[src/rtl/dip_lip_bip_dead_block_replacement_macros.svh]
// ----------------------------------------------------------------------------
// dead block replacement assertion macros
// shared concurrent assertion forms, clocked on clk, disabled in reset
// ----------------------------------------------------------------------------
`ifndef DIP_LIP_BIP_DEAD_BLOCK_REPLACEMENT_MACROS_SVH
`define DIP_LIP_BIP_DEAD_BLOCK_REPLACEMENT_MACROS_SVH

// same-cycle implication
`define DLB_ASSERT_IMP(name, ante, cons) \
	name: assert property (@(posedge clk) disable iff (!arst_n) (ante) |-> (cons)) \
		else $error("dlb assertion failed");

// next-cycle implication
`define DLB_ASSERT_NEXT(name, ante, cons) \
	name: assert property (@(posedge clk) disable iff (!arst_n) (ante) |=> (cons)) \
		else $error("dlb assertion failed");

`endif

[src/rtl/dlb_ram.sv]
// ----------------------------------------------------------------------------
// dlb_ram
// simple dual port synchronous ram, one write and one registered read port
// ----------------------------------------------------------------------------
`default_nettype none

module dlb_ram #(
	parameter  int WIDTH  = 8,
	parameter  int DEPTH  = 16,
	localparam int ADDR_W = $clog2(DEPTH)
) (
	input  logic              clk,
	input  logic              wr_en,
	input  logic [ADDR_W-1:0] wr_addr,
	input  logic [WIDTH-1:0]  wr_data,
	input  logic              rd_en,
	input  logic [ADDR_W-1:0] rd_addr,
	output logic [WIDTH-1:0]  rd_data
);

	logic [WIDTH-1:0] mem [DEPTH];

	always_ff @(posedge clk) begin
		if (wr_en) begin
			mem[wr_addr] <= wr_data;
		end
	end

	always_ff @(posedge clk) begin
		if (rd_en) begin
			rd_data <= mem[rd_addr];
		end
	end

endmodule

`default_nettype wire

[config.mk]
export PLATFORM = sky130hd
export DESIGN_NAME = dlb_ram
export DESIGN_NICKNAME = d
export VERILOG_FILES = /design/src/rtl/dip_lip_bip_dead_block_replacement_macros.svh /design/src/rtl/dlb_ram.sv
export SDC_FILE = /design/constraint.sdc
export NUM_CORES = 1
export LEC_CHECK = 0
export ABC_AREA = 1
export BUFFER_PORTS_ARGS = -buffer_cell sky130_fd_sc_hd__buf_4
export CAP_MARGIN = 20
export CORE_MARGIN = 2
export CORE_UTILIZATION = 45
export DETAILED_ROUTE_END_ITERATION = 10
export PLACE_DENSITY_LB_ADDON = 0.2
export SLEW_MARGIN = 10
export SYNTH_ARGS = -nofsm -noshare
export SYNTH_HDL_FRONTEND = slang
export SYNTH_SLANG_ARGS = --single-unit
[constraint.sdc]
create_clock -name clk -period 2.8 [get_ports clk]
set_clock_uncertainty 0.05 [all_clocks]
set_input_delay 0.56 -clock clk [delete_from_list [all_inputs] [get_ports clk]]
set_output_delay 0.56 -clock clk [all_outputs]
set_load 0.01 [all_outputs]
Word-level counts from Yosys, hierarchy flattened
Memory sizes are Yosys's and may differ from the RTL's. A register that Yosys moved wholly into a read port is not among the register bits.
Cells that the tools add are included.
{"block": "totals", "in_bits": 19, "register_bits": 0, "mem_bits_ro": 0, "latchBits": 0, "mem_bits_rw": 128, "wordCells": 3, "output_inout_bits": 8, "memories": 1}
{"block": "classes", "add_sub_neg": 0, "shift": 0, "n_eq_ne": 0, "magnitude_cmp": 0, "reduce_logical": 0, "n_mul": 0, "mux": 2, "n_div": 0, "n_bitwise": 0}
{"memory": "mem", "depth": 16, "width": 8, "read_ports": 1, "rd_clocked_by_memory_dff": 1, "write_ports": 1, "line": "dlb_ram.sv:21", "text": "logic [WIDTH-1:0] mem [DEPTH];"}
{"op": "two-way mux 1 bit", "n": 2}

Longest topological paths before layout
Gate-level depths: netlist of the first run.
{"block": "logic_depth", "ltp_word": 2, "depth_mapped": 8, "depth_no_buf": 7}

Least setup slack after synthesis of the first run
OpenSTA, ideal clock, no wires.
{"block": "synth_path", "kind": "input-to-reg", "startpoint": "input wr_addr[2]", "endpoint": "memory mem[10][0] (enable)", "required_time_ns": 2.380, "stages": 2, "n_path_buf": 0, "slack_ns": 1.239, "arrival_ns": 1.141, "cell_sequence": "nand3b_1 > nor2_1"}
{"element": "start, declared", "line": "dlb_ram.sv:14", "text": "input logic [ADDR_W-1:0] wr_addr,"}
{"element": "end, declared", "line": "dlb_ram.sv:21"}
Straight into the memory's write port.

==> results of run 1 <==
==> flip-flops by register name (all words and copies together), names as in the netlist <==
register  flops
mem         128
rd_data       8
==> metal layers <==
layer,vias up,wire [microns]
met5,-,0
met4,0,257
met2,125,5700
li1,1832,-
met3,20,816
met1,1742,5650
==> worst max path at each step <==
stage,endpoint,depth (start not counted)
2_1_floorplan,mem[10][0],2
3_3_place_gp,rd_data[5],7
3_5_place_dp,rd_data[5],7
4_1_cts,rd_data[5],7
5_1_grt,rd_data[4],8
6_report,rd_data[4],6
==> stage by stage <==
stage          cells  cell area, sq um  setup slack, ns  util, %
6_report         759              6640             1.09     52.4
5_1_grt          759              6640            0.988     52.4
4_1_cts          759              6640             1.10     52.4
3_5_place_dp     731              6150            0.657     48.5
3_3_place_gp     731              6150            0.656     48.5
2_1_floorplan    551              5850             1.24        -
==> worst max-delay path, stage by stage <==
cell,delay (ns)
buf_4,0.32
inv_2,0.36
nand3_1,0.19
nand3_1,0.13
nand3_1,0.17
nand2_1,0.06
==> power by group through the flow <==
stage / Clock, uW / Sequential [uW] / Combinational [uW]
after floorplan: 0 / 2350 / 161
after global placement: 0 / 2350 / 275
after detailed placement: 0 / 2350 / 278
after CTS: 1940 / 2310 / 280
after global routing: 2020 / 2310 / 310
final: 1910 / 2310 / 276
==> synthesized netlist by cell type (all sizes together) <==
cell	n
nand3b	2
nand3	97
nor2	17
nand2	173
buf	24
inv	102
edfxtp	136
==> layout make-up <==
| cell class | count | share of cell area (%) |
|---|---|---|
| clock inverters | 9 | 0.942 |
| repair buffers | 32 | 3.80 |
| clock buffers | 19 | 6.52 |
| inverters | 102 | 5.76 |
| flip-flops and latches | 136 | 61.5 |
| well taps | 172 | 3.24 |
| multi-input cells | 289 | 18.3 |
==> kinds of logic (layout without fill, tap and decap cells) <==
kind of cell | after synthesis | in the layout | synth area share [%]
buffers and inverters | 126 | 162 | 9.39
flip-flops | 136 | 136 | 69.8
AND/OR/NAND/NOR | 289 | 289 | 20.8
==> placed cells by master, fill, tap and decap left out <==
cell,synthesis,routed
nand2_1,173,173
edfxtp_1,136,136
inv_1,100,100
nand3_1,97,97
buf_4,4,31
nor2_1,17,17
clkbuf_16,0,17
clkinv_1,0,6
inv_2,2,2
nand3b_1,2,2
clkinv_2,0,2
clkbuf_1,0,2
bufinv_16,0,1
buf_12,0,1
==> out/metrics.csv, run 1 <==
stage,metric,value,unit
status,status,finished clean,
worst_setup_path,worstPathArrival,1.83,ns
clock_tree,clock_latency,0.41,ns
sta,finalCritPeriodShare,61.2,%
min_path,hold_start,rd_en,
global_route,use_met2,28.8,%
sta,hold_viol,0,
power_and_ir_drop,seq_power_share,51.4,%
run,maxCapViolations,0,
worst_setup_path,crit_start,rd_addr[1],
power_and_ir_drop,combPwrFrac,6.1,%
cells_and_area,antennaDiodeCount,0,
global_route,gr-usage-met3,4.31,%
power_and_ir_drop,p_clk_share,42.5,%
cells_and_area,multi_input_area,1210,sq um
place,place_hpwl,7.94,mm
global_route,grt_usage,19.1,%
worst_setup_path,worstReg2RegEnd,rd_data[6],
power_and_ir_drop,switching_power,945,uW
floorplan,ios,27,
drt,ant_nets,0,
worst_setup_path,cp-start-kind,primary input,
global_route,antenna_found_initial,0,
sta,finalSetupTns,0,ns
sta,fin_crit,1.71,ns
power_and_ir_drop,ir_worst_vdd,386,uV
logic_synthesis,netlist-cell-type-count,11,
logic_synthesis,synth_nets,570,
global_route,grt_pass1_wl,19.8,mm
drt,wirelength,12.4,mm
drt,drt_iter0_markers,278,
sta,tightest_slew,0.862,ns
power_and_ir_drop,intPower,3560,uW
worst_setup_path,cp.required,2.91,ns
clock_tree,numCtsBuffers,17,
floorplan,placementRows,41,
clock_tree,cts_buffer_depth,2,
sta,rsz0062_at_grt,false,
min_path,hold_path.class,primary input to flip-flop,
sta,fmax,584,MHz
clock_tree,cts_resized,0,
sta,max_slew_margin,42.3,%
drt,drc,0,
power_and_ir_drop,p_leak,0.00283,uW
floorplan,die_y,118,microns
worst_setup_path,rr_worst_depth,6,
floorplan,die_w,118,microns
logic_synthesis,synth_top_area_share,69.8,%
clock_tree,cts_root_buf,clkbuf_16,
min_path,worstHoldEndpoint,rd_data[5],
cells_and_area,regArea,4080,sq um
clock_tree,cts_hold_buf,0,
logic_synthesis,syn_inst,551,
sta,whs,0.395,ns
cells_and_area,final_layout_size_suffix_gt1_share,9.20,%
cells_and_area,nFillCells,1114,
clock_tree,postCtsSetupBuffers,0,
logic_synthesis,syn_area_per_cell,10.6,sq um
logic_synthesis,yosys.area.top_type,edfxtp_1,
cells_and_area,nNetsFinal,597,
place,portBuffers,26,
clock_tree,clk_pin_slew,0.05,ns
global_route,top_usage_layer,met2,
global_route,use_met1,26.7,%
min_path,min_path_cells,1,
logic_synthesis,syn_area,5850,sq um
floorplan,initial_core_util,46.1,%
place,finalWeightedCongestion,0.824,
global_route,grt_pass1_vias,3553,
power_and_ir_drop,power,4500,uW
clock_tree,clock-sinks,136,
floorplan,core_area,12700,sq um
cells_and_area,area_growth_syn_to_layout,13.6,%
logic_synthesis,synth_seq_area_share,69.8,%
power_and_ir_drop,power.share.switching,21.0,%
drt,avgRoutedWirePerCell,16.4,microns
clock_tree,cts_tree,done,
worst_setup_path,critPathKind,primary input to flip-flop,
worst_setup_path,r2r_setup_slack,1.59,ns
power_and_ir_drop,power_density,677,nW/um^2
worst_setup_path,critPathMaxFanout,33,
clock_tree,h-tree-depth,4,
logic_synthesis,yosysWarnings,0,
drt,first_pass_iters,5,
sta,final-setup-viol-count,0,
global_route,grt_overflow_total,0,
sta,slew_viol_final,0,
worst_setup_path,worstReg2RegStart,mem[6][6],
logic_synthesis,ys_seq_elements,136,
drt,drt-vias-per-instance,4.90,
floorplan,dieArea,13900,sq um
logic_synthesis,yosys-top-cells-area,"edfxtp_1 70%, nand2_1 11%, nand3_1 8.3%, inv_1 6.4%, buf_6 1.2%",
drt,vias,3719,
worst_setup_path,endpoint_kind,flip-flop,
global_route,grt_max_degree,53,
Note: power is estimated with default switching activity, not from simulation.
==> run 2, diff against run 1 <==
==> constraint.sdc (replaced) <==
create_clock -name clk -period 1.6 [get_ports clk]
set_clock_uncertainty 0.05 [all_clocks]
set_input_delay 0.32 -clock clk [delete_from_list [all_inputs] [get_ports clk]]
set_output_delay 0.32 -clock clk [all_outputs]
set_load 0.01 [all_outputs]
==> run 2 against run 1 <==
Against the previous run: utilization increased by 1.9 points; count of clock-buffer cells in the layout is the same; die area unchanged; combinational power grew 88%; critical path depth down 5; clock power is 97% higher; worst hold slack got worse by 0.24 ns; non-clock buffer count rose by 17; register-to-register slack worse by 1.2 ns; via count increased by 4.1%; total power rose by 85%.
==> out/metrics.csv, run 2 (same netlist as run 1, synthesis figures left out) <==
stage,metric,value,unit,change
worst_setup_path,worstReg2RegEnd,rd_data[3],,
worst_setup_path,crit_start,rd_data[7],,
min_path,hold_path.class,primary input to flip-flop,,
cells_and_area,final_layout_size_suffix_gt1_share,12.7,%,+3.5 points
place,place_hpwl,8.38,mm,+5.6%
cells_and_area,final_common_cell,nand2_1,,
cells_and_area,mostFrequentLayoutCells,"173 x nand2_1, 136 x edfxtp_1, 100 x inv_1, 97 x nand3_1, 45 x buf_4",,
clock_tree,cts_root_buf,clkbuf_16,,
worst_setup_path,cp_top_family,flip-flops,,
sta,hold_viol,0,,unchanged
cells_and_area,area_growth_syn_to_layout,17.7,%,
sta,tightest_slew,0.582,ns,-0.280 ns
floorplan,initial_core_util,46.1,%,unchanged
cells_and_area,antennaDiodeCount,0,,unchanged
clock_tree,numCtsBuffers,17,,unchanged
power_and_ir_drop,ir_worst_vdd,596,uV,+54%
worst_setup_path,cp_num_buf_inv,1,,-1
global_route,grt_pass1_wl,20.9,mm,+5.4%
cells_and_area,multi_input_area,1210,sq um,unchanged
worst_setup_path,cp-endpoint,rd_data[7],,
global_route,top_usage_layer,met2,,
worst_setup_path,cp-start-kind,flip-flop,,
drt,drt-vias-per-instance,4.97,,+1.4%
status,status,finished clean,,
floorplan,dieArea,13900,sq um,unchanged
worst_setup_path,r2r_setup_slack,0.38,ns,-1.21 ns
worst_setup_path,cp.depth,1,,-5
clock_tree,cts_buffer_depth,2,,unchanged
clock_tree,cts_hold_buf,0,,unchanged
place,portBuffers,26,,unchanged
cells_and_area,largestRegisters,"mem x128, rd_data x8",,
clock_tree,h-tree-depth,4,,unchanged
drt,first_pass_iters,5,,unchanged
global_route,grt_max_degree,55,,+3.8%
global_route,antenna_found_initial,0,,unchanged
clock_tree,postCtsSetupBuffers,0,,unchanged
worst_setup_path,critPathMaxFanout,1,,-97%
worst_setup_path,worstReg2RegStart,mem[13][3],,
worst_setup_path,cp_slowest_cell,edfxtp_1,,
floorplan,ios,27,,unchanged
worst_setup_path,rr_worst_depth,6,,unchanged
sta,final-setup-viol-count,0,,unchanged
sta,fin_crit,1.40,ns,
drt,ant_nets,0,,unchanged
floorplan,die_y,118,microns,unchanged
cells_and_area,regArea,4080,sq um,unchanged
cells_and_area,nFillCells,1108,,-0.54%
sta,finalCritPeriodShare,87.2,%,
worst_setup_path,worstPathArrival,1.03,ns,-0.80 ns
global_route,grt_pass1_vias,3654,,+2.8%
sta,fmax,716,MHz,
power_and_ir_drop,power_density,1210,nW/um^2,+79%
cells_and_area,final_area,6880,sq um,+3.6%
drt,drt_iter0_markers,356,,+28%
run,maxCapViolations,0,,unchanged
clock_tree,clock-sinks,136,,unchanged
worst_setup_path,endpoint_kind,output port,,
sta,slew_viol_final,0,,unchanged
floorplan,core_area,12700,sq um,unchanged
global_route,gr-usage-met3,4.46,%,+0.15 points
clock_tree,cts_resized,0,,unchanged
floorplan,placementRows,41,,unchanged
power_and_ir_drop,p_leak,0.00297,uW,+4.9%
global_route,grt_usage,20.3,%,+1.1 points
worst_setup_path,cp.required,1.23,ns,-1.68 ns
drt,avgRoutedWirePerCell,17.1,microns,+4.4%
cells_and_area,nNetsFinal,614,,+2.8%
sta,rsz0062_at_grt,false,,
global_route,use_met1,28.6,%,+2.0 points
drt,drc,0,,unchanged
worst_setup_path,max_stage_delay,0.44,ns,+0.08 ns
clock_tree,clk_pin_slew,0.05,ns,about the same
worst_setup_path,critPathKind,flip-flop to output port,,
drt,vias,3872,,+4.1%
clock_tree,clock_latency,0.42,ns,about the same
worst_setup_path,crit_path_cell_trace,buf_4,,
place,placed_cell_area,6310,sq um,+2.7%
cells_and_area,largest_register,mem,,
global_route,grt_overflow_total,0,,unchanged
floorplan,die_w,118,microns,unchanged
drt,wirelength,13.3,mm,+7.1%
sta,max_slew_margin,61.2,%,+19 points
clock_tree,cts_tree,done,,
sta,finalSetupTns,0,ns,unchanged
place,finalWeightedCongestion,0.900,,+9.3%
global_route,use_met2,30.5,%,+1.6 points
cells_and_area,largest_reg_flops,128,,unchanged
-- run 2: changes by cell type in the layout (fill, tap and decap cells not counted) --
cell | before | now
buf_12 | 1 | 4
buf_4 | 31 | 45
bufinv_16 | 1 | 3
clkinv_1 | 6 | 3
clkinv_2 | 2 | 5
clkinvlp_4 | 0 | 1
-- run 2: cell type report --
class	instances	share of cell area [%]
clock buffer	19	6.29
sequential	136	59.4
multi-input combinational	289	17.6
timing repair buffer	49	6.07
tap	172	3.13
clock inverter	12	1.95
inverter	102	5.56
-- run 2: per-layer routing --
metal | routed length, microns | vias up
met4 | 306 | 0
met2 | 6030 | 138
met1 | 6200 | 1846
met5 | 0 | -
met3 | 770 | 24
li1 | - | 1864
-- run 2: metrics by stage --
| step | hold slack, ns | instances | power (uW) | worst slack, ns | util, % |
|---|---|---|---|---|---|
| 2_1_floorplan | 0.369 | 551 | 4400 | 0.279 | - |
| 3_3_place_gp | 0.574 | 748 | 4630 | 0.0515 | 49.8 |
| 3_5_place_dp | 0.574 | 748 | 4640 | 0.0148 | 49.8 |
| 4_1_cts | 0.141 | 779 | 8380 | 0.158 | 54.3 |
| 5_1_grt | 0.157 | 779 | 8610 | 0.164 | 54.3 |
| 6_report | 0.155 | 779 | 8320 | 0.204 | 54.3 |
-- run 2: worst min path at each step --
stage / start / endpoint / slack, ns / cells past startpoint
5_1_grt: rd_en / rd_data[2] / 0.16 / 1
2_1_floorplan: wr_data[0] / mem[0][0] / 0.37 / 0
3_5_place_dp: rd_en / rd_data[1] / 0.57 / 1
3_3_place_gp: rd_en / rd_data[6] / 0.57 / 1
4_1_cts: rd_en / rd_data[7] / 0.14 / 1
6_report: rd_en / rd_data[1] / 0.16 / 1
-- run 2: power by group --
| part | switching [uW] | internal [uW] |
|---|---|---|
| clock network | 1350 | 2400 |
| registers | 29.7 | 4020 |
| logic | 346 | 174 |
| total | 1730 | 6590 |
==> run 3, diff against run 2 <==
--- a/config.mk
+++ b/config.mk
@@ -9,7 +9,7 @@
 export BUFFER_PORTS_ARGS = -buffer_cell sky130_fd_sc_hd__buf_4
 export CAP_MARGIN = 20
 export CORE_MARGIN = 2
-export CORE_UTILIZATION = 45
+export CORE_UTILIZATION = 55
 export DETAILED_ROUTE_END_ITERATION = 10
 export PLACE_DENSITY_LB_ADDON = 0.2
 export SLEW_MARGIN = 10
==> run 3 against run 2 <==
Against the previous run: sequential power about the same; cell count fell by 3.7%; die area shrank 18%; first-iteration DRC count decreased by 11%; fmax decreased by 6.4%; sequential share of layout area barely moved; non-clock buffer count increased by 7; sequential cell count unchanged; combinational power grew 2%; register-to-register slack improved by 0.02 ns; worst setup slack got worse by 0.096 ns; largest cell class unchanged; largest power group unchanged.
==> out/metrics.csv, run 3 (same netlist as run 1, synthesis figures left out) <==
stage,metric,value,unit,change
clock_tree,clock-sinks,136,,unchanged
clock_tree,cts_buffer_depth,2,,unchanged
clock_tree,cts_root_buf,clkbuf_8,,
clock_tree,clk_pin_slew,0.06,ns,about the same
worst_setup_path,cp_num_buf_inv,1,,unchanged
status,status,finished clean,,
drt,first_pass_iters,5,,unchanged
drt,vias,3961,,+2.3%
global_route,antenna_found_initial,0,,unchanged
cells_and_area,largest_reg_flops,128,,unchanged
min_path,hold_path.class,primary input to flip-flop,,
run,maxCapViolations,0,,unchanged
worst_setup_path,cp.required,1.23,ns,about the same
clock_tree,cts_hold_buf,0,,unchanged
cells_and_area,area_growth_syn_to_layout,17.7,%,about the same
sta,rsz0062_at_grt,false,,
drt,drt_iter0_markers,316,,-11%
global_route,grt_usage,24.3,%,+4.1 points
clock_tree,h-tree-depth,4,,unchanged
worst_setup_path,cp_top_family,flip-flops,,
place,finalWeightedCongestion,0.827,,-8.1%
cells_and_area,nNetsFinal,621,,+1.1%
sta,fmax,671,MHz,-6.4%
worst_setup_path,critPathKind,flip-flop to output port,,
floorplan,die_y,107,microns,-9.2%
sta,fin_crit,1.49,ns,+0.0955 ns
sta,max_slew_margin,80.3,%,+19 points
sta,tightest_slew,0.295,ns,-0.287 ns
worst_setup_path,max_stage_delay,0.44,ns,about the same
worst_setup_path,critPathMaxFanout,1,,unchanged
worst_setup_path,cp_slowest_cell,edfxtp_1,,
cells_and_area,largest_register,mem,,
clock_tree,clock_latency,0.51,ns,+0.09 ns
sta,finalSetupTns,0,ns,unchanged
global_route,grt_overflow_total,0,,unchanged
cells_and_area,final_common_cell,nand2_1,,
drt,drc,0,,unchanged
cells_and_area,final_layout_size_suffix_gt1_share,14.3,%,+1.6 points
cells_and_area,mostFrequentLayoutCells,"173 x nand2_1, 136 x edfxtp_1, 100 x inv_1, 97 x nand3_1, 53 x buf_4",,
sta,finalCritPeriodShare,93.2,%,+6.0 points
floorplan,placementRows,37,,-9.8%
drt,ant_nets,0,,unchanged
power_and_ir_drop,p_leak,0.00300,uW,+1.0%
cells_and_area,antennaDiodeCount,0,,unchanged
clock_tree,cts_tree,done,,
place,place_hpwl,8.16,mm,-2.6%
drt,drt-vias-per-instance,5.28,,+6.3%
worst_setup_path,worstPathArrival,1.12,ns,+0.09 ns
power_and_ir_drop,power_density,1210,nW/um^2,about the same
worst_setup_path,endpoint_kind,output port,,
sta,slew_viol_final,0,,unchanged
worst_setup_path,crit_path_cell_trace,buf_4,,
worst_setup_path,cp-start-kind,flip-flop,,
floorplan,die_w,107,microns,-9.2%
sta,hold_viol,0,,unchanged
power_and_ir_drop,ir_worst_vdd,747,uV,+25%
floorplan,ios,27,,unchanged
cells_and_area,final_area,6880,sq um,about the same
global_route,grt_pass1_wl,20.3,mm,-2.5%
place,portBuffers,26,,unchanged
clock_tree,numCtsBuffers,17,,unchanged
floorplan,dieArea,11500,sq um,-18%
floorplan,core_area,10300,sq um,-19%
place,placed_cell_area,6310,sq um,about the same
floorplan,initial_core_util,56.6,%,+10 points
drt,avgRoutedWirePerCell,17.3,microns,+1.4%
sta,final-setup-viol-count,0,,unchanged
global_route,grt_pass1_vias,3754,,+2.7%
global_route,grt_max_degree,50,,-9.1%
drt,wirelength,13.0,mm,-2.4%
clock_tree,cts_resized,0,,unchanged
cells_and_area,largestRegisters,"mem x128, rd_data x8",,
clock_tree,postCtsSetupBuffers,0,,unchanged
==> run 3: cell count changes in the layout (fill, tap and decap cells not counted) <==
cell / previous run / this run
buf_12: 4 / 3
clkinvlp_4: 1 / 2
clkbuf_8: 0 / 1
buf_4: 45 / 53
clkinv_1: 3 / 0
clkbuf_1: 2 / 1
clkbuf_16: 17 / 16
clkinv_4: 0 / 3
==> run 3: stage by stage <==
step                      std cells  hold WS, ns  power, uW  utilization (%)  setup slack [ns]
final                           750       0.0675       8320             66.7             0.109
after global routing            750       0.0756       8570             66.7             0.105
after CTS                       750       0.0661       8330             66.7            0.0995
after detailed placement        719        0.589       4640             61.1           0.00973
after global placement          719        0.591       4630             61.1            0.0130
after floorplan                 551        0.369       4400                -             0.279
==> run 3: area by class of cell <==
type                       count  area [sq um]
tap                          136           170
sequential                   136          4080
clock inverter                13           156
multi-input combinational    289          1210
inverter                     102           383
timing repair buffer          56           458
fill                         740          3440
clock buffer                  18           418
==> run 3: power breakdown <==
group          switching, uW  internal [uW]
registers               23.1           4010
logic                    351            181
clock network           1400           2350
==> run 3: worst paths after layout <==
path                                 start    endpoint  slack [ns]  cells past startpoint
worst min-delay path                 rd_en  rd_data[1]        0.07                      1
worst min register to register  mem[14][4]  rd_data[4]        0.70                      6
worst max-delay path            rd_data[5]  rd_data[5]        0.11                      1
worst max register to register   mem[5][3]  rd_data[3]        0.40                      6
==> run 3: routing by layer <==
layer	up-vias	routed length, microns	track usage, %
met1	1858	5260	33.4
li1	1889	-	-
met4	0	286	9.00
met3	21	1010	3.89
met2	193	6430	39.5
met5	-	0	0
