**src/rtl/dip_lip_bip_dead_block_replacement_macros.svh**
```systemverilog
// ----------------------------------------------------------------------------
// dead block replacement assertion macros
// shared concurrent assertion forms, clocked on clk, disabled in reset
// ----------------------------------------------------------------------------
`ifndef DIP_LIP_BIP_DEAD_BLOCK_REPLACEMENT_MACROS_SVH
`define DIP_LIP_BIP_DEAD_BLOCK_REPLACEMENT_MACROS_SVH

// same-cycle implication
`define DLB_ASSERT_IMP(name, ante, cons) \
	name: assert property (@(posedge clk) disable iff (!arst_n) (ante) |-> (cons)) \
		else $error("dlb assertion failed");

// next-cycle implication
`define DLB_ASSERT_NEXT(name, ante, cons) \
	name: assert property (@(posedge clk) disable iff (!arst_n) (ante) |=> (cons)) \
		else $error("dlb assertion failed");

`endif

```
**src/rtl/dlb_pkg.sv**
```systemverilog
// ----------------------------------------------------------------------------
// dlb_pkg
// constants, row types and row functions of the dead block replacement block
// ----------------------------------------------------------------------------
`default_nettype none

package dlb_pkg;

	localparam int SETS               = 2048;
	localparam int WAYS               = 16;
	localparam int LEADERS_PER_POLICY = 32;

	localparam int SET_W     = $clog2(SETS);
	localparam int WAY_W     = $clog2(WAYS);
	localparam int POS_W     = WAY_W;
	localparam int ROW_CNT_W = SET_W + 1;
	localparam int IN_SET_W  = 11;
	localparam int IN_WAY_W  = 4;

	localparam int LEADER_STRIDE =
		(SETS / (2 * LEADERS_PER_POLICY) == 0) ? 1 : SETS / (2 * LEADERS_PER_POLICY);

	localparam int DEAD_W = 2;
	localparam logic [DEAD_W-1:0] DEAD_MAX = 2'd3;

	localparam int PSEL_W = 10;
	localparam logic [PSEL_W-1:0] PSEL_MID = 10'd512;
	localparam logic [PSEL_W-1:0] PSEL_MAX = 10'd1023;

	localparam int ACC_W  = 32;
	localparam int LFSR_W = 32;
	localparam logic [LFSR_W-1:0] LFSR_TAPS = 32'h8020_0003;
	localparam logic [LFSR_W-1:0] LFSR_SEED = 32'h0000_0001;

	localparam int MASK_K_W = 6;

	// configuration registers
	localparam int CFG_IDX_W  = 2;
	localparam int CFG_DATA_W = 5;
	localparam int DECAY_W    = 5;
	localparam int BIP_W      = 4;
	localparam int THR_W      = 2;
	localparam logic [CFG_IDX_W-1:0] CFG_DECAY  = 2'd0;
	localparam logic [CFG_IDX_W-1:0] CFG_BIP    = 2'd1;
	localparam logic [CFG_IDX_W-1:0] CFG_THRESH = 2'd2;
	localparam logic [DECAY_W-1:0] DECAY_RESET  = 5'd13;
	localparam logic [BIP_W-1:0]   BIP_RESET    = 4'd5;
	localparam logic [THR_W-1:0]   THRESH_RESET = 2'd2;

	typedef logic [SET_W-1:0] set_t;
	typedef logic [WAY_W-1:0] way_t;
	typedef logic [POS_W-1:0] pos_t;
	typedef logic [WAYS-1:0][POS_W-1:0] stack_row_t;
	typedef logic [WAYS-1:0][DEAD_W-1:0] dead_row_t;

	typedef enum logic [1:0] {
		KIND_FOLLOWER,
		KIND_LIP,
		KIND_BIP
	} leader_kind_t;

	typedef struct packed {
		logic         fire;
		logic         hit;
		logic         dead;
		leader_kind_t kind;
	} pol_req_t;

	typedef struct packed {
		logic at_lru;
		logic used_bip;
	} pol_rsp_t;

	function automatic stack_row_t stack_reset_row();
		stack_row_t r;
		for (int w = 0; w < WAYS; w++) begin
			r[w] = POS_W'(w);
		end
		return r;
	endfunction

	function automatic logic [ACC_W-1:0] lsb_mask32(logic [MASK_K_W-1:0] k);
		logic [ACC_W-1:0] m;
		for (int i = 0; i < ACC_W; i++) begin
			m[i] = (MASK_K_W'(i) < k);
		end
		return m;
	endfunction

	function automatic logic [LFSR_W-1:0] lfsr_step(logic [LFSR_W-1:0] l);
		logic [LFSR_W-1:0] n;
		n = l >> 1;
		if (l[0]) begin
			n = n ^ LFSR_TAPS;
		end
		return n;
	endfunction

	function automatic leader_kind_t leader_kind(set_t s);
		leader_kind_t k;
		k = KIND_FOLLOWER;
		if ((s % SET_W'(LEADER_STRIDE)) == '0) begin
			if ((s / SET_W'(LEADER_STRIDE)) < SET_W'(LEADERS_PER_POLICY)) begin
				k = KIND_LIP;
			end else if ((s / SET_W'(LEADER_STRIDE)) < SET_W'(2 * LEADERS_PER_POLICY)) begin
				k = KIND_BIP;
			end
		end
		return k;
	endfunction

	function automatic way_t lru_way(stack_row_t r);
		way_t res;
		logic found;
		res   = '0;
		found = 1'b0;
		for (int w = 0; w < WAYS; w++) begin
			if (!found && r[w] == POS_W'(WAYS - 1)) begin
				res   = WAY_W'(w);
				found = 1'b1;
			end
		end
		return res;
	endfunction

	function automatic stack_row_t move_row(stack_row_t r, way_t way, pos_t np);
		stack_row_t o;
		pos_t op;
		pos_t p;
		o  = r;
		op = r[way];
		for (int w = 0; w < WAYS; w++) begin
			p = r[w];
			if (WAY_W'(w) != way) begin
				if (np < op && p >= np && p < op) begin
					o[w] = p + 1'b1;
				end else if (np > op && p > op && p <= np) begin
					o[w] = p - 1'b1;
				end
			end
		end
		o[way] = np;
		return o;
	endfunction

	function automatic dead_row_t decay_row(dead_row_t r);
		dead_row_t o;
		for (int w = 0; w < WAYS; w++) begin
			o[w] = (r[w] != '0) ? r[w] - 1'b1 : '0;
		end
		return o;
	endfunction

endpackage

`default_nettype wire

```
**src/rtl/dlb_policy.sv**
```systemverilog
// ----------------------------------------------------------------------------
// dlb_policy
// set dueling selector, bimodal lfsr and insertion position decision
// ----------------------------------------------------------------------------
`default_nettype none

`include "dip_lip_bip_dead_block_replacement_macros.svh"

module dlb_policy (
	input  logic                      clk,
	input  logic                      arst_n,
	input  dlb_pkg::pol_req_t         req,
	input  logic [dlb_pkg::BIP_W-1:0] bip_chance_log2,
	output dlb_pkg::pol_rsp_t         rsp
);

	import dlb_pkg::*;

	logic [PSEL_W-1:0] psel_q;
	logic [LFSR_W-1:0] lfsr_q;
	logic [LFSR_W-1:0] lfsr_nx;
	logic              use_bip;
	logic              bim_lru;
	logic              consult;

	always_comb begin
		case (req.kind)
			KIND_LIP: use_bip = 1'b0;
			KIND_BIP: use_bip = 1'b1;
			default:  use_bip = (psel_q >= PSEL_MID);
		endcase
		lfsr_nx    = lfsr_step(lfsr_q);
		bim_lru    = (lfsr_nx & lsb_mask32(MASK_K_W'(bip_chance_log2))) == '0;
		consult    = !req.hit && !req.dead && use_bip;
		rsp.used_bip = consult;
		rsp.at_lru   = !req.hit && (req.dead || !use_bip || bim_lru);
	end

	always_ff @(posedge clk or negedge arst_n) begin
		if (!arst_n) begin
			psel_q <= PSEL_MID;
			lfsr_q <= LFSR_SEED;
		end else if (req.fire) begin
			if (consult) begin
				lfsr_q <= lfsr_nx;
			end
			if (!req.hit) begin
				if (req.kind == KIND_LIP && psel_q != '0) begin
					psel_q <= psel_q - 1'b1;
				end else if (req.kind == KIND_BIP && psel_q != PSEL_MAX) begin
					psel_q <= psel_q + 1'b1;
				end
			end
		end
	end

	`DLB_ASSERT_NEXT(a_psel_hold, !(req.fire && !req.hit), $stable(psel_q))
	`DLB_ASSERT_NEXT(a_lfsr_hold, !(req.fire && rsp.used_bip), $stable(lfsr_q))
	`DLB_ASSERT_IMP(a_lfsr_live, 1'b1, lfsr_q != '0)

endmodule

`default_nettype wire

```
**config.mk**
```make
export PLATFORM = sky130hd
export DESIGN_NAME = dlb_policy
export DESIGN_NICKNAME = d
export VERILOG_FILES = /design/src/rtl/dlb_pkg.sv /design/src/rtl/dlb_policy.sv
export VERILOG_INCLUDE_DIRS = /design/src /design/src/rtl
export SDC_FILE = /design/constraint.sdc
export NUM_CORES = 1
export LEC_CHECK = 0
export BUFFER_PORTS_ARGS = -buffer_cell sky130_fd_sc_hd__buf_2
export CAP_MARGIN = 20
export CORE_ASPECT_RATIO = 1.2
export CORE_MARGIN = 1
export CORE_UTILIZATION = 49
export DETAILED_ROUTE_END_ITERATION = 7
export PLACE_DENSITY = 0.66
export RECOVER_POWER = 25
export SETUP_SLACK_MARGIN = 0.15
export SLEW_MARGIN = 20
export SYNTH_ARGS = -nofsm -noshare
export SYNTH_HDL_FRONTEND = slang
export SYNTH_SLANG_ARGS = --single-unit
```
**constraint.sdc**
```tcl
create_clock -name clk -period 3.2 [get_ports clk]
set_clock_uncertainty 0.05 [all_clocks]
set_input_delay 0.64 -clock clk [delete_from_list [all_inputs] [get_ports clk]]
set_output_delay 0.64 -clock clk [all_outputs]
set_load 0.05 [all_outputs]
```
=== Yosys cells after proc, flatten, opt, wreduce, memory -nomap -nowiden ===
Cells that the tools add are included.

* Equal/unequal tests: 3
* Mux-type cells: 4
* Bitwise logic cells: 3
* Add/subtract/negate cells: 2
* $lt $le $gt $ge: 16
* Reduce and logical (&&, ||, !) cells: 15

{| class="wikitable"
|+ Operators by type and width
! kind !! number
|-
| bitwise AND 32 x 15 -> 32 bit || 1
|-
| logical NOT 32 bit || 1
|-
| two-way mux 32 bit || 1
|-
| < comparator 4 bit, first input constant || 7
|-
| two-way mux 10 bit || 2
|-
| < comparator 3 x 4 -> 1 bit, first input constant || 4
|-
| adder 10 x 1 -> 10 bit, second input constant || 1
|-
| greater-or-equal comparator 10 bit, second input constant || 1
|-
| != test 10 bit, second input constant || 1
|-
| nonzero test 10 bit || 1
|-
| subtractor 10 x 1 -> 10 bit, second input constant || 1
|-
| < comparator 1 x 4 -> 1 bit, first input constant || 2
|-
| < comparator 2 x 4 -> 1 bit, first input constant || 2
|-
| logical AND 1 bit || 5
|-
| NOT 3 -> 4 bit || 1
|-
| logical NOT 1 bit || 3
|-
| AND reduction 3 bit || 1
|-
| equality test 2 x 1 -> 1 bit, second input constant || 1
|-
| equality test 2 bit, second input constant || 1
|-
| logical OR 1 bit || 2
|-
| case mux 1 bit (2 select lines) || 1
|-
| AND reduction 2 bit || 1
|-
| nonzero test 2 bit || 1
|-
| NOT 1 bit || 1
|}

* Input bits: 11
* Bits in registers: 42
* Word-level logic and storage cells: 45
* Output and inout bits: 2

=== Depth between registers and ports, before layout ===
Gate-level depths: netlist of run 1.

* Word-level depth: 6
* Mapped depth: 11
* Mapped depth without buffers: 11

=== Worst setup path before layout of run 1 ===
No wires, ideal clock.

* Path kind: in2out
* Start: in req[0] in the netlist's numbering
* End: out rsp[1] in the netlist's numbering
* Setup slack: 242 ps
* Stages on the path: 5
* Buffers on the path: 0
* Data required time: 2510 ps
* Arrival time: 2268 ps
* Cell sequence: inv_1 -> ha_1 -> mux2i_1 -> nor2_1 -> o21ai_0

{| class="wikitable"
|+ RTL lines
! what !! line !! text
|-
| start: declaration || dlb_policy.sv:12 || <nowiki>input dlb_pkg::pol_req_t req,</nowiki>
|-
| end: declaration || dlb_policy.sv:14 || <nowiki>output dlb_pkg::pol_rsp_t rsp</nowiki>
|}

=== Worst setup path in the final report of run 1 ===
* Start: reg psel_q[5]
* End: reg psel_q[6]

* Longest elaborated chain between the ends: 4
* Elaborated cells between the ends (all ways): 10
* Classes of those cells: add/sub: 2; eq/ne: 1; mux: 2; reduce/logical: 5

{| class="wikitable"
|+ Ends and longest elaborated chain
! what !! line !! text
|-
| start: declaration || dlb_policy.sv:19 || <nowiki>logic [PSEL_W-1:0] psel_q;</nowiki>
|-
| start signal: assignment || dlb_policy.sv:49 || <nowiki>psel_q <= psel_q - 1'b1;</nowiki>
|-
| start signal: assignment || dlb_policy.sv:51 || <nowiki>psel_q <= psel_q + 1'b1;</nowiki>
|-
| branches (longest 4 deep; another with adder 10 x 1 -> 10 bit) || -- ||
|}

Parallel ways; which one is timed is not known. The select of a mux whose other input is x is not followed.
A chain may end at the register's enable or synchronous reset.

==> results of run 1 <==
==> synthesized netlist by cell type, types with 2 or more instances <==
master and count:
sky130_fd_sc_hd__a21o_1 3, sky130_fd_sc_hd__a21oi_1 13, sky130_fd_sc_hd__a221oi_1 2, sky130_fd_sc_hd__a31oi_1 4
sky130_fd_sc_hd__and3_1 2, sky130_fd_sc_hd__buf_6 4, sky130_fd_sc_hd__clkbuf_1 3, sky130_fd_sc_hd__dfrtp_1 40
sky130_fd_sc_hd__dfstp_2 2, sky130_fd_sc_hd__ha_1 10, sky130_fd_sc_hd__inv_1 5, sky130_fd_sc_hd__mux2_1 33
sky130_fd_sc_hd__mux2i_1 2, sky130_fd_sc_hd__nand2_1 7, sky130_fd_sc_hd__nand2b_1 3, sky130_fd_sc_hd__nand3_1 2
sky130_fd_sc_hd__nand4_1 3, sky130_fd_sc_hd__nor2_1 11, sky130_fd_sc_hd__nor3_1 3, sky130_fd_sc_hd__o21a_1 2
sky130_fd_sc_hd__o21ai_0 7, sky130_fd_sc_hd__o21ai_1 2, sky130_fd_sc_hd__o22ai_1 2, sky130_fd_sc_hd__xnor2_1 7
sky130_fd_sc_hd__xor2_1 4
==> routing by layer <==
layer | part of all wire, % | vias up | GRT usage [%]
met3 | 3.7 | 5 | 5.36
met4 | 1.4 | 0 | 6.44
met2 | 54 | 31 | 33.4
li1 | - | 736 | -
met1 | 41 | 741 | 19.3
met5 | 0 | - | 0
==> state kept, by name (all words and copies together), names as in the netlist <==
register and flops:
lfsr_q 32, psel_q 10
==> final timing paths <==
path | start | to | slack, ns | depth (start not counted)
min reg2reg | lfsr_q[18] | lfsr_q[18] | 0.43 | 1
max in group asynchronous | arst_n | lfsr_q[26] | 0.97 | 1
max reg2reg | psel_q[5] | psel_q[6] | 0.43 | 11
min | lfsr_q[18] | lfsr_q[18] | 0.43 | 1
max | psel_q[5] | psel_q[6] | 0.43 | 11
min in group asynchronous | arst_n | lfsr_q[8] | 0.90 | 1
==> critical path, stage by stage, from the launching register on <==
cell and delay (ns):
sky130_fd_sc_hd__dfrtp_1 0.43, sky130_fd_sc_hd__nor4_2 0.31, sky130_fd_sc_hd__nand3_1 0.14, sky130_fd_sc_hd__nand2_2 0.12
sky130_fd_sc_hd__inv_2 0.11, sky130_fd_sc_hd__fa_1 0.41, sky130_fd_sc_hd__a21o_1 0.19, sky130_fd_sc_hd__a21oi_1 0.19
sky130_fd_sc_hd__nand3b_1 0.18, sky130_fd_sc_hd__nand2_1 0.08, sky130_fd_sc_hd__xor2_1 0.14, sky130_fd_sc_hd__mux2_1 0.29
==> power by group through the flow <==
stage	clock network [mW]	logic [mW]	registers (mW)
6_report	0.351	0.605	0.819
5_1_grt	0.387	0.686	0.845
4_1_cts	0.365	0.610	0.821
3_5_place_dp	0	0.607	0.831
3_3_place_gp	0	0.580	0.818
2_1_floorplan	0	0.513	0.777
==> stage by stage <==
step           cell area, µm²  hold slack (ns)  power [mW]
2_1_floorplan            2280            0.294        1.29
3_3_place_gp             2370            0.414        1.40
3_5_place_dp             2370            0.422        1.44
4_1_cts                  2470            0.442        1.80
5_1_grt                  2460            0.469        1.92
6_report                 2460            0.435        1.77
==> layout make-up <==
type / count / share of cell area (%)
timing repair buffer: 14 / 3.50
clock buffer: 5 / 2.79
sequential: 42 / 42.7
clock inverter: 3 / 0.964
multi-input combinational: 141 / 46.2
tap: 56 / 2.84
inverter: 6 / 0.914
==> kinds of logic after synthesis <==
logic type                 Yosys count  synth area share [%]
AOI/OAI and AO/OA                   42                  11.5
xor gates and xnor gates            11                  4.23
adders and majority gates           11                  6.37
buffers and inverters               14                  3.79
DFF                                 42                  46.2
muxes                               35                  17.2
and+or+nand+nor                     42                  10.8
==> impl.org, run 1 <==
** Outcome
- Status :: finished with violations
- The final reports fail on capacitance limit, slew limit.

** Detailed routing
- In this run the remaining antenna-violating nets after routing total 0.
- The routed design has 3.91 mm of wire.
- WL per Instance :: about 15 µm
- Post-route DRC :: 0
- The first detailed-routing pass ran for 4 iterations.
- The detailed router placed approximately 1500 vias in this run.
- Detailed-route vias per instance :: about 5.7
- Number of violations reported at the end of detailed-routing iteration 0 :: 76

** Logic synthesis
- After synthesis, the cell types taking the most area are sky130_fd_sc_hd__dfrtp_1, sky130_fd_sc_hd__mux2_1, sky130_fd_sc_hd__ha_1, sky130_fd_sc_hd__a21oi_1, sky130_fd_sc_hd__xnor2_1.
- Number of different library cells in the post-synthesis netlist :: 46
- Nets in the synthesized netlist :: between 200 and 250
- Proportion of synthesized flip-flops having asynchronous set or reset :: 100%
- Yosys mapped a number of flops with a built-in enable equal to 0.
- Post-Synthesis Mean Instance Area :: roughly 12 µm²
- sky130_fd_sc_hd__dfrtp_1 takes more of the synthesized area than any other cell.
- Main flop type after synthesis :: sky130_fd_sc_hd__dfrtp_1
- For this run, the register share of the synthesized area comes to between 40% and 50%.
- Netlist area before placement :: ~0.0023 mm²
- Of the post-synthesis cell area, the dominant cell type holds a little over two fifths.
- Counting every instance in the synthesized netlist gives ~200.
- Register bit total from synthesis :: between 40 and 50
- Yosys printed 0 warnings.

** Setup path
- STA classifies the critical path startpoint as a flop.
- Required time at the endpoint of the critical path :: 3.34 ns
- Crit Path Max Fanout :: 10
- CP Capture Type :: flop
- Type of the worst setup path :: reg -> reg
- Data arrives at the worst endpoint at slightly below 3 ns.

** Power
- Net switching power :: around 0.65 mW
- For this design the ratio of total power to cell area is between 700 and 800 mW/mm².
- The analysis attributes to cell leakage a power of 1.18 nW.
- Switching part of the total power :: 36.6%
- Worst supply voltage drop on vdd :: around 0.00037 V
- Internal power comes to about 1.1 mW.
- Of the total power, the clock network draws between 10% and 20%.
- Fraction of power consumed by sequential logic :: 46.1%
- Combinational logic is responsible for ~34% of the overall power.

** Global routing
- The number of antenna violations at the first check in global routing is 0.
- Largest net degree at the start of global routing :: 43
- Global routing used between 10% and 20% of the available tracks.
- Vias in the first global route :: 1535
- First-pass GRT wire length :: 6.89 mm
- Leftover overflow at the end of global routing :: 0

** Run
- # Max-Cap Violations :: 1

** Die
- The initial utilization of the core area, before any placement, comes to between 50% and 60%.
- The floorplan has 26 rows.
- Die area :: 0.00493 mm²
- Standard cell core area :: roughly 0.0044 mm²
- Die Ht :: roughly 77 µm
- I/O pin cnt :: 13
- Die W :: 64.3 µm

** Clock tree
- Clock Latency Late Sink :: around 0.30 ns
- Number of buffers inserted by post-CTS setup repair :: 0
- Clock transition at the registers of the reported paths :: ~0.09 ns
- Once the clock tree was built, the resizer swapped 0 gates to a different size.
- Hold repair after CTS inserted 0 buffers.
- Clock tree sinks :: 42
- CTS tree :: done
- Number of CTS-inserted buffers :: 5
- The H-tree was split into 2 levels.
- Counting along the longest clock path gives a buffer depth of 2.
- Clk root buf :: sky130_fd_sc_hd__clkbuf_8

** Timing
- Final hold violation count :: 0
- Worst-margin pin slew :: 2.15 ns
- Once routing completed, OpenROAD measured the worst setup slack at ~0.43 ns.
- Adding up every negative setup slack in the final design gives 0 ns.
- The worst pin sits at a relative slew slack of -43.1%.
- RSZ-0062 raised after global routing :: no
- Setup violations remaining at the end of the flow were counted as 0.
- Final number of max-transition violations :: 43
- Final Cycle Share :: between 80% and 90%
- Subtracting the final worst setup slack from the clock period gives between 2 and 3 ns.
- Highest clock rate :: between 300 and 400 MHz

** Hold path
- The min-delay analysis places its worst path in the category reg -> reg.

** Finish
- Leaving out fill and tap cells, the most frequent cell in the layout is sky130_fd_sc_hd__dfrtp_1.
- Final antenna diode count :: 0
- Multi-input gate area in the final layout :: 0.00114 mm²
- Post-route insts no fill :: between 200 and 300
- Area used by sequential logic in the layout :: 0.00105 mm²
- In the final layout, the share of cells above drive strength 1 is between 10% and 20%.
- The top cell types in the final layout, fill and taps aside, are sky130_fd_sc_hd__dfrtp_1, sky130_fd_sc_hd__mux2_1, sky130_fd_sc_hd__a21oi_1.
- Number of filler instances in the final layout :: about 390
- For this run, the share of the core covered by cells in the final layout is 56.5%.
- In the final design database the tool counted 232 nets.
- Compared with the post-synthesis result, the final layout area differs by 8.12%.

** Place
- Post-placement cell count :: between 200 and 300
- GP Congestion :: just over 0.8
- Detailed placement ended at an HPWL of 2.89 mm.
- Pre-CTS setup slack :: roughly 0.37 ns
- Number of port buffers :: 12
No activity file was read; power rests on OpenSTA's default activity.
==> inputs of run 2 (changes only) <==
--- a/config.mk
+++ b/config.mk
@@ -8,10 +8,11 @@
 export LEC_CHECK = 0
 export BUFFER_PORTS_ARGS = -buffer_cell sky130_fd_sc_hd__buf_2
 export CAP_MARGIN = 20
-export CORE_ASPECT_RATIO = 1.2
+export CORE_ASPECT_RATIO = 0.5
 export CORE_MARGIN = 1
 export CORE_UTILIZATION = 49
 export DETAILED_ROUTE_END_ITERATION = 7
+export HOLD_SLACK_MARGIN = 0.03
 export PLACE_DENSITY = 0.66
 export RECOVER_POWER = 25
 export SETUP_SLACK_MARGIN = 0.15
==> impl.org, run 2 (synthesized netlist as in run 1, its figures left out) <==
** Setup path
- Required time at the endpoint of the critical path :: 3.33 ns
- Slowest stage cell, crit path :: sky130_fd_sc_hd__dfrtp_1
- The critical path is of the reg -> reg type.
- Worst-case reg-to-reg path depth :: 11
- Dominant delay contributor by cell family on the critical path :: simple AND/OR/NAND/NOR gates
- The worst setup path is launched from a flop.
- For the worst setup path, the data arrival time is 2.97 ns.
- The worst register-to-register path begins at psel_q[0].
- Setup slack on the worst reg-to-reg path comes out at about 0.36 ns.
- The signal on the critical path passes through nor4_1 -> nand3_1 -> nand2_2 -> inv_2 -> fa_1 -> a21o_1 -> a21oi_1 -> nand3b_1 -> nand2_1 -> xor2_1 -> mux2_1.
- Stage delay of the slowest cell on the critical path :: approximately 0.46 ns
- Capture instance of the worst register-to-register path :: psel_q[6]
- Counting both buffers and inverters, the worst setup path holds a total of 1.
- Crit Path Max Fanout :: 10
- CP Capture Type :: flop
- Number of logic stages on the critical path including buffering :: 11

** Clock tree
- The tree built by TritonCTS fans out to 42 sinks.
- The number of clock buffers added by TritonCTS is 5.
- Quantity of gates resized following cts :: 0
- The number of setup buffers added after CTS is 0.
- Buffers inserted to repair hold after CTS numbered 0.
- Clock Latency Late Sink :: around 0.29 ns
- The H-tree was split into 2 levels.
- TritonCTS built the clock tree.
- The clock passes through at most 2 buffers.
- Clock transition at the registers of the reported paths :: 0.09 ns
- Clk root buf :: sky130_fd_sc_hd__clkbuf_8

** Timing
- In the final timing run, aggregate negative setup slack is 0 ns.
- Post-route minimum period :: around 2.8 ns
- Measured against its own limit, the worst slew margin works out to -42.8%.
- Worst-margin pin slew :: 2.14 ns
- The tightest hold path in the finished design has a slack of between 0.4 and 0.5 ns.
- Derived from the worst setup path, the maximum achievable clock frequency is roughly 350 MHz.
- Once routing completed, OpenROAD measured the worst setup slack at between 0.3 and 0.4 ns.
- Setup violations remaining at the end of the flow were counted as 0.
- Final number of max-transition violations :: 43
- Dividing the final minimum period by the clock period gives 88.9%.
- Final hold violation count :: 0
- Setup repair after global routing left no endpoint under its margin.

** Power
- For this design the total switching power over the nets is 0.641 mW.
- Fraction of power consumed by sequential logic :: between 40% and 50%
- The design draws between 1.5 and 2 mW.
- Worst supply voltage drop on vdd :: ~0.00028 V
- The internal portion of the total power is between 1 and 1.5 mW.
- For this design the ratio of total power to cell area is roughly 740 mW/mm².
- Portion of total power attributed to combinational logic :: between 30 and 40%
- Switching part of the total power :: 34.8%
- Fraction of power consumed by the clock network :: 22.9%
- Lkg Pwr :: approximately 1.2 nW

** Finish
- The largest registers in the layout are lfsr_q x32, psel_q x10.
- Ranked by flip-flop count, first place goes to lfsr_q.
- 0 antenna diodes ended up in the layout.
- The post-route netlist has 14.8% of its cells at a drive strength greater than 1.
- Most frequent standard cell in the layout excluding fill and tap cells :: sky130_fd_sc_hd__dfrtp_1
- Cells fill between 50 and 60% of the core in the end.
- The register with the most flip-flops in the layout has 32 of them.
- Post-Layout Inst Area :: 0.00248 mm²
- Number of filler instances in the final layout :: between 300 and 400
- Post-layout nets :: between 200 and 250
- The library cells used most frequently in the layout, excluding fill and tap cells, are sky130_fd_sc_hd__dfrtp_1, sky130_fd_sc_hd__mux2_1, sky130_fd_sc_hd__a21oi_1.
- The finished layout holds between 200 and 300 standard cells, fillers aside.
- Area growth syn-to-layout :: 8.73%

** Detailed routing
- WL per Instance :: about 14 µm
- Via count :: around 1500
- Number of detailed-routing iterations run before antenna repair :: 6
- Post-route DRC :: 0
- Aggregate routed wire length :: between 3 and 4 mm
- Final antenna-violating net count :: 0
- In this run, the number of DRC markers left after iteration 0 of detailed routing was 43.
- Detailed-route vias per instance :: between 5 and 6

** Place
- Pre-CTS setup slack :: slightly below 0.4 ns
- The HPWL after detailed placement is 2.73 mm.
- Post-placement cell count :: about 260
- In this run the cell area measured after placement is 0.00237 mm².
- GP Congestion :: between 0.8 and 0.9
- Number of port buffers :: 12

** Die
- The floorplan step defined a core boundary enclosing 0.00442 mm².
- After floorplanning, the core was divided into 17 placement rows.
- During I/O placement, the number of pins put on the boundary was 13.
- Die area :: between 0.004 and 0.005 mm²
- From bottom edge to top edge, the die measures 50.2 µm.
- In this run the horizontal extent of the chip is 98.5 µm.
- Initial standard-cell utilization of the core :: 51.5%

** Global routing
- The number of global-route vias before repair is around 1500.
- Across every metal layer, demand over resource in global routing totals 17.6%.
- Largest net degree at the start of global routing :: 43
- Leftover overflow at the end of global routing :: 0
- First-pass GRT wire length :: around 6.7 mm
- The number of antenna violations at the first check in global routing is 0.

** Run
- # Max-Cap Violations :: 1

** Hold path
- For hold timing, the worst endpoint is lfsr_q[28].
- Source of the worst hold timing path :: lfsr_q[28]
- Worst Hold Class :: reg -> reg
- Counting instances, the worst hold path has a depth of 1.

** Outcome
- The run finished, with violations left.
- The checks that failed: capacitance limit, slew limit.
-- run 2: cell types whose count changed in the layout (fill, tap and decap cells not counted), sizes merged --
cell / previous run / this run
buf: 13 / 12
bufinv: 0 / 1
clkinv: 0 / 1
clkinvlp: 2 / 0
-- run 2: power by group through the flow --
stage	clock network [mW]	logic [mW]	registers [mW]
3_3_place_gp	0	0.586	0.822
6_report	0.421	0.604	0.817
4_1_cts	0.437	0.608	0.819
5_1_grt	0.452	0.686	0.846
3_5_place_dp	0	0.606	0.830
2_1_floorplan	0	0.513	0.777
-- run 2: worst reg2reg max path: cells and delay by family, from the launching register on --
family	cells	cell delay, ns
simple gates	5	0.87
compound gates	2	0.40
flops	1	0.46
fa+ha+maj	1	0.41
buf+inv	1	0.11
xor+xnor	1	0.14
mux	1	0.29
-- run 2: worst max-delay path by stage --
stage / startpoint / to / slack, ns
2_1_floorplan: req[0] / rsp[1] / 0.24
3_3_place_gp: req[0] / psel_q[6] / 0.42
3_5_place_dp: req[1] / psel_q[6] / 0.39
4_1_cts: psel_q[0] / psel_q[6] / 0.35
5_1_grt: psel_q[0] / psel_q[6] / 0.16
6_report: psel_q[0] / psel_q[6] / 0.36
-- run 2: layer usage --
layer  track usage [%]  vias up  wire, µm
met4              6.22        0        31
met2              30.6       19      1790
met5                 0        -         0
met3              4.87        4       105
li1                  -      736         -
met1              21.5      727      1840
-- run 2: final cells by class --
class                           instances  area (µm²)  area share [%]
Clock inverter                          3        43.8            1.77
Multi-Input combinational cell        141        1140            46.0
Timing Repair Buffer                   13        78.8            3.18
Sequential cell                        42        1050            42.5
Inverter                                6        22.5           0.909
Tap cell                               57        71.3            2.88
Clock buffer                            5        68.8            2.78
